$ cat src/sv/ifd_pkg.sv
// shared types, codes and constants of the ipv4 forwarding decision block
package ifd_pkg;

  localparam int DEF_ROUTE_ENTRIES = 16;
  localparam int DEF_LOCAL_PORTS   = 4;

  localparam int ADDR_W   = 32;
  localparam int SLOT_W   = 4;
  localparam int LEN_W    = 16;
  localparam int MAXLEN_W = 14;
  localparam int COUNT_W  = 3;
  localparam int CFG_IDX_W  = 3;
  localparam int CFG_DATA_W = 32;

  // register indexes of the configuration port
  localparam logic [CFG_IDX_W-1:0] REG_IFACE_IP_0   = 3'd0;
  localparam logic [CFG_IDX_W-1:0] REG_IFACE_COUNT  = 3'd4;
  localparam logic [CFG_IDX_W-1:0] REG_MAX_FRAME    = 3'd5;

  localparam logic [COUNT_W-1:0]  RESET_IFACE_COUNT = 3'd1;
  localparam logic [MAXLEN_W-1:0] RESET_MAX_FRAME   = 14'd1500;

  localparam logic [LEN_W-1:0] MIN_ETH_LEN  = 16'd14;
  localparam logic [LEN_W-1:0] MIN_IP_LEN   = 16'd34;
  localparam logic [LEN_W-1:0] MIN_ICMP_LEN = 16'd38;

  localparam logic [7:0] PROTO_ICMP         = 8'd1;
  localparam logic [7:0] ICMP_ECHO_REQUEST  = 8'd8;
  localparam logic [7:0] ICMP_ECHO_REPLY    = 8'd0;
  localparam logic [7:0] ICMP_UNREACH       = 8'd3;
  localparam logic [7:0] ICMP_CODE_NET      = 8'd0;
  localparam logic [7:0] ICMP_CODE_PORT     = 8'd3;
  localparam logic [7:0] ICMP_TIME_EXCEEDED = 8'd11;

  localparam logic OP_LOAD     = 1'b0;
  localparam logic OP_CLASSIFY = 1'b1;

  typedef enum logic [2:0] {
    V_DROP          = 3'd0,
    V_ECHO          = 3'd1,
    V_PORT_UNREACH  = 3'd2,
    V_TIME_EXCEEDED = 3'd3,
    V_NET_UNREACH   = 3'd4,
    V_FORWARD       = 3'd5,
    V_NOT_IPV4      = 3'd6
  } verdict_t;

  // lookup wavefront handed from cell to cell
  typedef struct packed {
    logic [ADDR_W-1:0] dest;
    logic              found;
    logic [ADDR_W-1:0] best_mask;
    logic [ADDR_W-1:0] hop;
  } wave_t;

  // decision of the header checks ahead of the route lookup
  typedef struct packed {
    logic       need_lookup;
    verdict_t   verdict;
    logic [1:0] port;
    logic [7:0] reply_type;
    logic [7:0] reply_code;
  } pre_t;

endpackage

$ cat src/sv/ipv4_forwarding_decision.sv
// top level: ipv4 forwarding decision with a chain of route table cells
// a route load leaves busy low, so the next command may follow at once
// a packet decided by its header gives done in the cycle after start
// a packet that needs a route lookup gives done once the wavefront has crossed every cell,
// one cell per cycle; busy is high meanwhile, so the block takes no new command until
// that lookup has given done. synchronous reset clears all route entries
// and sets the registers to their reset values; the result ports cannot be stalled
module ipv4_forwarding_decision import ifd_pkg::*; #(
  parameter int ROUTE_ENTRIES = DEF_ROUTE_ENTRIES,
  parameter int LOCAL_PORTS   = DEF_LOCAL_PORTS
) (
  input  logic                  clk,
  input  logic                  rst,
  input  logic                  start,
  output logic                  busy,
  input  logic                  op,
  input  logic [SLOT_W-1:0]     route_slot,
  input  logic [ADDR_W-1:0]     route_prefix,
  input  logic [ADDR_W-1:0]     route_mask,
  input  logic [ADDR_W-1:0]     route_gateway,
  input  logic [LEN_W-1:0]      frame_length,
  input  logic [1:0]            arrival_port,
  input  logic [2:0]            header_checks,
  input  logic [ADDR_W-1:0]     dest_ip,
  input  logic [7:0]            ttl_in,
  input  logic [7:0]            protocol,
  input  logic [15:0]           icmp_type_code,
  input  logic                  cfg_write,
  input  logic [CFG_IDX_W-1:0]  cfg_index,
  input  logic [CFG_DATA_W-1:0] cfg_data,
  output logic                  done,
  output logic [2:0]            verdict,
  output logic [ADDR_W-1:0]     next_hop_ip,
  output logic [1:0]            out_port,
  output logic [7:0]            new_ttl,
  output logic [7:0]            icmp_type_out,
  output logic [7:0]            icmp_code_out
);

  typedef enum logic {S_IDLE, S_WALK} state_t;

  state_t              state;
  logic [ADDR_W-1:0]   iface_ip [LOCAL_PORTS];
  logic [COUNT_W-1:0]  iface_count;
  logic [MAXLEN_W-1:0] max_frame_length;
  pre_t                pre;
  logic                accept;
  logic                launch;
  logic [1:0]          port_ctx;
  logic [7:0]          ttl_ctx;
  logic                chain_valid [ROUTE_ENTRIES+1];
  wave_t               chain_wave  [ROUTE_ENTRIES+1];
  wave_t               tail;

  assign busy   = (state == S_WALK);
  assign accept = start && !busy;
  assign launch = accept && (op == OP_CLASSIFY) && pre.need_lookup;

  // configuration registers
  always_ff @(posedge clk) begin
    if (rst) begin
      for (int k = 0; k < LOCAL_PORTS; k++) begin
        iface_ip[k] <= '0;
      end
      iface_count      <= RESET_IFACE_COUNT;
      max_frame_length <= RESET_MAX_FRAME;
    end else if (cfg_write) begin
      for (int k = 0; k < LOCAL_PORTS; k++) begin
        if (cfg_index == REG_IFACE_IP_0 + CFG_IDX_W'(k)) begin
          iface_ip[k] <= cfg_data;
        end
      end
      if (cfg_index == REG_IFACE_COUNT) begin
        iface_count <= cfg_data[COUNT_W-1:0];
      end
      if (cfg_index == REG_MAX_FRAME) begin
        max_frame_length <= cfg_data[MAXLEN_W-1:0];
      end
    end
  end

  ifd_classify #(
    .LOCAL_PORTS(LOCAL_PORTS)
  ) u_classify (
    .frame_length    (frame_length),
    .arrival_port    (arrival_port),
    .header_checks   (header_checks),
    .dest_ip         (dest_ip),
    .ttl_in          (ttl_in),
    .protocol        (protocol),
    .icmp_type_code  (icmp_type_code),
    .iface_ip        (iface_ip),
    .iface_count     (iface_count),
    .max_frame_length(max_frame_length),
    .pre             (pre)
  );

  assign chain_valid[0] = launch;
  assign chain_wave[0]  = '{dest: dest_ip, found: 1'b0, best_mask: '0, hop: '0};

  for (genvar i = 0; i < ROUTE_ENTRIES; i++) begin : g_cell
    logic wr_en;
    assign wr_en = accept && (op == OP_LOAD) && (int'(route_slot) == i);
    ifd_cell u_cell (
      .clk       (clk),
      .rst       (rst),
      .wr_en     (wr_en),
      .wr_prefix (route_prefix),
      .wr_mask   (route_mask),
      .wr_gateway(route_gateway),
      .in_valid  (chain_valid[i]),
      .in_wave   (chain_wave[i]),
      .out_valid (chain_valid[i+1]),
      .out_wave  (chain_wave[i+1])
    );
  end

  assign tail = chain_wave[ROUTE_ENTRIES];

  always_ff @(posedge clk) begin
    if (rst) begin
      state <= S_IDLE;
      done  <= 1'b0;
    end else begin
      done <= 1'b0;
      unique case (state)
        S_IDLE: begin
          if (accept && (op == OP_CLASSIFY)) begin
            port_ctx <= arrival_port;
            ttl_ctx  <= ttl_in;
            if (pre.need_lookup) begin
              state <= S_WALK;
            end else begin
              done          <= 1'b1;
              verdict       <= pre.verdict;
              next_hop_ip   <= '0;
              out_port      <= pre.port;
              new_ttl       <= 8'd0;
              icmp_type_out <= pre.reply_type;
              icmp_code_out <= pre.reply_code;
            end
          end
        end
        S_WALK: begin
          if (chain_valid[ROUTE_ENTRIES]) begin
            state    <= S_IDLE;
            done     <= 1'b1;
            out_port <= port_ctx;
            if (tail.found) begin
              verdict       <= V_FORWARD;
              // a zero gateway means the destination is directly attached
              next_hop_ip   <= (tail.hop == '0) ? tail.dest : tail.hop;
              new_ttl       <= ttl_ctx - 8'd1;
              icmp_type_out <= 8'd0;
              icmp_code_out <= 8'd0;
            end else begin
              verdict       <= V_NET_UNREACH;
              next_hop_ip   <= '0;
              new_ttl       <= 8'd0;
              icmp_type_out <= ICMP_UNREACH;
              icmp_code_out <= ICMP_CODE_NET;
            end
          end
        end
        default: begin
          state <= S_IDLE;
        end
      endcase
    end
  end

endmodule

$ cat src/sv/ifd_cell.sv
// one route table cell: holds an entry and updates the passing lookup wavefront
module ifd_cell import ifd_pkg::*; (
  input  logic              clk,
  input  logic              rst,
  input  logic              wr_en,
  input  logic [ADDR_W-1:0] wr_prefix,
  input  logic [ADDR_W-1:0] wr_mask,
  input  logic [ADDR_W-1:0] wr_gateway,
  input  logic              in_valid,
  input  wave_t             in_wave,
  output logic              out_valid,
  output wave_t             out_wave
);

  logic              entry_valid;
  logic [ADDR_W-1:0] net;
  logic [ADDR_W-1:0] mask;
  logic [ADDR_W-1:0] gateway;
  logic              hit;
  wave_t             wave_next;

  // net is stored already masked
  assign hit = entry_valid && ((in_wave.dest & mask) == net) &&
               (!in_wave.found || (mask > in_wave.best_mask));

  always_comb begin
    wave_next = in_wave;
    if (hit) begin
      wave_next.found     = 1'b1;
      wave_next.best_mask = mask;
      wave_next.hop       = gateway;
    end
  end

  always_ff @(posedge clk) begin
    if (rst) begin
      entry_valid <= 1'b0;
      out_valid   <= 1'b0;
    end else begin
      out_valid <= in_valid;
      if (wr_en) begin
        entry_valid <= 1'b1;
      end
    end
  end

  always_ff @(posedge clk) begin
    out_wave <= wave_next;
    if (wr_en) begin
      net     <= wr_prefix & wr_mask;
      mask    <= wr_mask;
      gateway <= wr_gateway;
    end
  end

endmodule

$ cat src/sv/ifd_classify.sv
// header checks and local interface match ahead of the route lookup
module ifd_classify import ifd_pkg::*; #(
  parameter int LOCAL_PORTS = DEF_LOCAL_PORTS
) (
  input  logic [LEN_W-1:0]    frame_length,
  input  logic [1:0]          arrival_port,
  input  logic [2:0]          header_checks,
  input  logic [ADDR_W-1:0]   dest_ip,
  input  logic [7:0]          ttl_in,
  input  logic [7:0]          protocol,
  input  logic [15:0]         icmp_type_code,
  input  logic [ADDR_W-1:0]   iface_ip [LOCAL_PORTS],
  input  logic [COUNT_W-1:0]  iface_count,
  input  logic [MAXLEN_W-1:0] max_frame_length,
  output pre_t                pre
);

  logic       local_hit;
  logic [1:0] local_port;

  // lowest matching interface wins, so scan downward
  always_comb begin
    local_hit  = 1'b0;
    local_port = 2'd0;
    for (int k = LOCAL_PORTS - 1; k >= 0; k--) begin
      if ((int'(iface_count) > k) && (iface_ip[k] == dest_ip)) begin
        local_hit  = 1'b1;
        local_port = 2'(k);
      end
    end
  end

  always_comb begin
    pre.need_lookup = 1'b0;
    pre.verdict     = V_DROP;
    pre.port        = arrival_port;
    pre.reply_type  = 8'd0;
    pre.reply_code  = 8'd0;
    if ((frame_length < MIN_ETH_LEN) ||
        (frame_length > {{(LEN_W-MAXLEN_W){1'b0}}, max_frame_length})) begin
      pre.verdict = V_DROP;
    end else if (!header_checks[0]) begin
      pre.verdict = V_NOT_IPV4;
    end else if ((frame_length < MIN_IP_LEN) || !header_checks[1]) begin
      pre.verdict = V_DROP;
    end else if (local_hit) begin
      if (protocol == PROTO_ICMP) begin
        if ((frame_length >= MIN_ICMP_LEN) &&
            (icmp_type_code == {ICMP_ECHO_REQUEST, 8'd0}) && header_checks[2]) begin
          pre.verdict    = V_ECHO;
          pre.port       = local_port;
          pre.reply_type = ICMP_ECHO_REPLY;
        end else begin
          pre.verdict = V_DROP;
        end
      end else begin
        pre.verdict    = V_PORT_UNREACH;
        pre.reply_type = ICMP_UNREACH;
        pre.reply_code = ICMP_CODE_PORT;
      end
    end else if (ttl_in <= 8'd1) begin
      pre.verdict    = V_TIME_EXCEEDED;
      pre.reply_type = ICMP_TIME_EXCEEDED;
    end else begin
      pre.need_lookup = 1'b1;
      pre.verdict     = V_NET_UNREACH;
    end
  end

endmodule

$ cat config.mk
export PLATFORM = sky130hd
export DESIGN_NAME = ipv4_forwarding_decision
export DESIGN_NICKNAME = d
export VERILOG_FILES = /design/src/sv/ifd_pkg.sv /design/src/sv/ipv4_forwarding_decision.sv /design/src/sv/ifd_cell.sv /design/src/sv/ifd_classify.sv
export SDC_FILE = /design/constraint.sdc
export NUM_CORES = 2
export LEC_CHECK = 0
export CAP_MARGIN = 30
export CORE_MARGIN = 3
export CORE_UTILIZATION = 57
export DETAILED_ROUTE_END_ITERATION = 16
export DONT_BUFFER_PORTS = 1
export PLACE_DENSITY = 0.83
export SYNTH_ARGS = -nofsm -noshare
export SYNTH_HDL_FRONTEND = slang
export SYNTH_SLANG_ARGS = --single-unit
$ cat constraint.sdc
create_clock -name clk -period 13.75 [get_ports clk]
set_clock_uncertainty 0.05 [all_clocks]
set_input_delay 2.0625 -clock clk [delete_from_list [all_inputs] [get_ports clk]]
set_output_delay 2.0625 -clock clk [all_outputs]
set_load 0.1 [all_outputs]
==> results.md <==
- Worst Path Required: around 14 ns
- Area of the multi-input gates: approximately 0.035 mm²
- Clock buffer depth: 4
- Slowest stage delay, CP: 0.94 ns
- Antenna violations before repair: 56
- FFs w/ async S/R, synth: 0%
- Mapped Cells: 8386
- Layout cell share with drive strength beyond 1: 17.6%
- Final Hold Viols: 0
- Remaining global-route overflow: 0
- RSZ-0062 raised after global routing: no
- Overall Global Routing Usage: 30.1%
- Arr. time, crit path: roughly 5.3 ns
- # clock sinks: 3293
- Leak pwr: around 49 nW
- Max-Cap Viols: 0
- Pin count of the biggest net entering global routing: ~170
- Avg Inst Size Synth: 14.3 µm²
- Endpoints failing setup: 0
- Hold-fix buffers, CTS: 0
- RePlAce Congestion: between 0.9 and 1
- Clock latency on the worst-skew pair: 0.96 ns
- WL final: between 300000 and 400000 µm
- Drt pass-1 iters: 6
- Clock power frac: between 40% and 50%
- Root buffer cell: clkbuf_16
- First-pass GRT wire length: roughly 470000 µm
- Post-synth EDFFs: approximately 1600
- Area leader, netlist: edfxtp_1
- Post-synth top area share: between 30% and 40%
- Die height: between 400 and 500 µm
- Max Slew Vio Count: 0
- Area of the die: 0.216 mm²
- DRT antenna net count: 0
- Post-CTS setup buffer count: 0
- Top post-synthesis cells by area: edfxtp_1, dfxtp_1, mux2_2, ha_1, xor2_1
- CP endpoint kind: register
- Reg area: about 0.082 mm²
- Vias in the first global route: 69500
- Nets: about 9300
- Clk pin slew, worst setup/hold paths: 0.07 ns
- Standard-cell row count: 167
- Post-CTS Resized: 0
- WHS: 0.240 ns
- Fillers: ~14000
- Routed WL per cell: just under 30 µm
- Worst IR drop on VDD: 0.129 mV
- Worst-Margin Slew: approximately 1.1 ns
- Buf/Inv on CP: 1
- CP top delay family: simple AND/OR/NAND/NOR gates
- Logic pwr share: under 10%
- Pint: 0.0156 W
- Relative slew slack: ~28%
- CTS tree: yes
- Top Ports: ~290
- Post-Syn Area: ~0.12 mm²
- Initial core utilization: 57.6%
- Synthesis-to-finish area growth: 11.9%
- Path type of the worst min-delay path: reg2reg
- Most frequent cells in the layout: dfxtp_1, edfxtp_1, nand2_1
- Status: finished, final reports clean
- Core Region: just over 0.2 mm²
- Critical setup path kind: in2reg
- Post-route minimum period: approximately 5 ns
- Top_reg_cell synth: dfxtp_1
- CP Cell Sequence: nor3b_1, nand3b_1, nor2_4, buf_4
- Slowest CP cell: nor2_4
- Port Buffers: 0
- P_sw: about 0.0041 W
- Yosys reg bits: 3293
- PwrDens: 147 mW/mm²
- Net Sw Frac: 20.7%
- Seq/Total Area, Yosys: approximately 68%
- Hpwl dp: between 200000 and 250000 µm
- CTS H-tree lvls: 5
- Commonest non-fill, non-tap cell in the layout: dfxtp_1
- Crit-path max FO: between 60 and 70
- DRC viols: 0
- CTS Buf Count: 320
- Synthesis Warnings: 0
- Initial drt markers: 8783
- Via Count: 69200
- Register share of total power: 53.5%
- Vias per cell: between 5 and 6
- Fmax: ~210 MHz
- Crit path launch type: input pin
- Die width: ~460 µm
- Distinct cells, synth: 75
- Setup TNS: 0 ns
- Final cycle utilization of the critical path: a little over a third
- Flop2flop setup slack: around 9.3 ns
synth_stat cells (91+ instances only):
| master | n |
|---|---|
| dfxtp_1 | 1699 |
| nor4_1 | 102 |
| nand4_1 | 226 |
| inv_1 | 526 |
| xnor2_1 | 190 |
| nor2_1 | 131 |
| clkbuf_1 | 102 |
| nand2_1 | 837 |
| xor2_1 | 419 |
| a21o_1 | 184 |
| edfxtp_1 | 1594 |
| ha_1 | 495 |
| mux2_2 | 821 |
| a21oi_1 | 297 |
| and2_1 | 98 |
| mux2_4 | 91 |
state kept, by name, indices dropped and copies added (netlist names):
| name | count |
|---|---|
| g_cell.u_cell.out_wave | 1520 |
| g_cell.u_cell.entry_valid | 16 |
| port_ctx | 2 |
| done | 1 |
| iface_ip | 128 |
| verdict | 3 |
| new_ttl | 8 |
| icmp_type_out | 2 |
| g_cell.u_cell.gateway | 512 |
| next_hop_ip | 32 |
| g_cell.u_cell.net | 512 |
| g_cell.u_cell.out_valid | 16 |
| max_frame_length | 14 |
| out_port | 2 |
| icmp_code_out | 1 |
| ttl_ctx | 8 |
| busy | 1 |
| g_cell.u_cell.mask | 512 |
| iface_count | 3 |
cell type report:
| cell class | instances | share of cell area [%] |
|---|---|---|
| inverters | 526 | 1.47 |
| clock inverters | 117 | 0.873 |
| flip-flops and latches | 3293 | 61.1 |
| repair buffers | 81 | 0.708 |
| well taps | 2788 | 2.60 |
| multi-input cells | 4379 | 26.1 |
| clock buffers | 451 | 6.97 |
| diodes | 50 | 0.0934 |
final timing paths:
path / from / cells after the start / end
worst max-delay path: start / 4 / g_cell[11].u_cell.net[31]$_DFFE_PP_
worst min-delay path: g_cell[4].u_cell.out_wave[69]$_DFF_P_ / 0 / g_cell[5].u_cell.out_wave[69]$_DFF_P_
worst max register to register: g_cell[14].u_cell.mask[30]$_DFFE_PP_ / 7 / g_cell[14].u_cell.out_wave[18]$_DFF_P_
worst min register to register: g_cell[4].u_cell.out_wave[69]$_DFF_P_ / 0 / g_cell[5].u_cell.out_wave[69]$_DFF_P_
power by group through the flow:
stage / logic (W) / registers, W / clock network [W]
floorplan: 0.000193 / 0.0107 / 0
global placement: 0.000292 / 0.0107 / 0
detailed placement: 0.000304 / 0.0107 / 0
CTS: 0.000308 / 0.0105 / 0.00882
global route: 0.000334 / 0.0105 / 0.00923
finish: 0.000318 / 0.0105 / 0.00883
logic make-up (layout without fill, tap and decap cells):
group                    Yosys count  in the layout  synth area share (%)
multiplexers                     933            933                  9.06
other                              1             61               0.00313
buffers and inverters            724           1175                  2.60
XOR/XNOR                         609            609                  4.46
flip-flops                      3293           3293                  68.4
AND/OR/NAND/NOR                 1646           1646                  6.60
AO/OA/AOI/OAI                    685            685                  3.70
adder cells (fa/ha/maj)          495            495                  5.17
metrics by stage:
stage	setup slack (ns)	instances	utilization, %	cell area [µm²]	total power [W]
after global placement	8.31	11000	59.1	123000	0.0110
after detailed placement	8.22	11100	59.2	123000	0.0110
after floorplan	3.59	8396	-	120000	0.0109
final	8.90	11700	64.4	134000	0.0197
after global routing	8.88	11700	64.4	134000	0.0201
after CTS	9.09	11600	64.2	134000	0.0197
metal layers:
metal	up-vias	GRT usage, %	share of wire, %
met5	-	0	0.020
met4	10	16.7	6.2
met3	1035	5.94	9.1
met2	4002	49.6	48
met1	34000	37.4	37
li1	30100	-	-
Power figures use the tool's default switching activity.
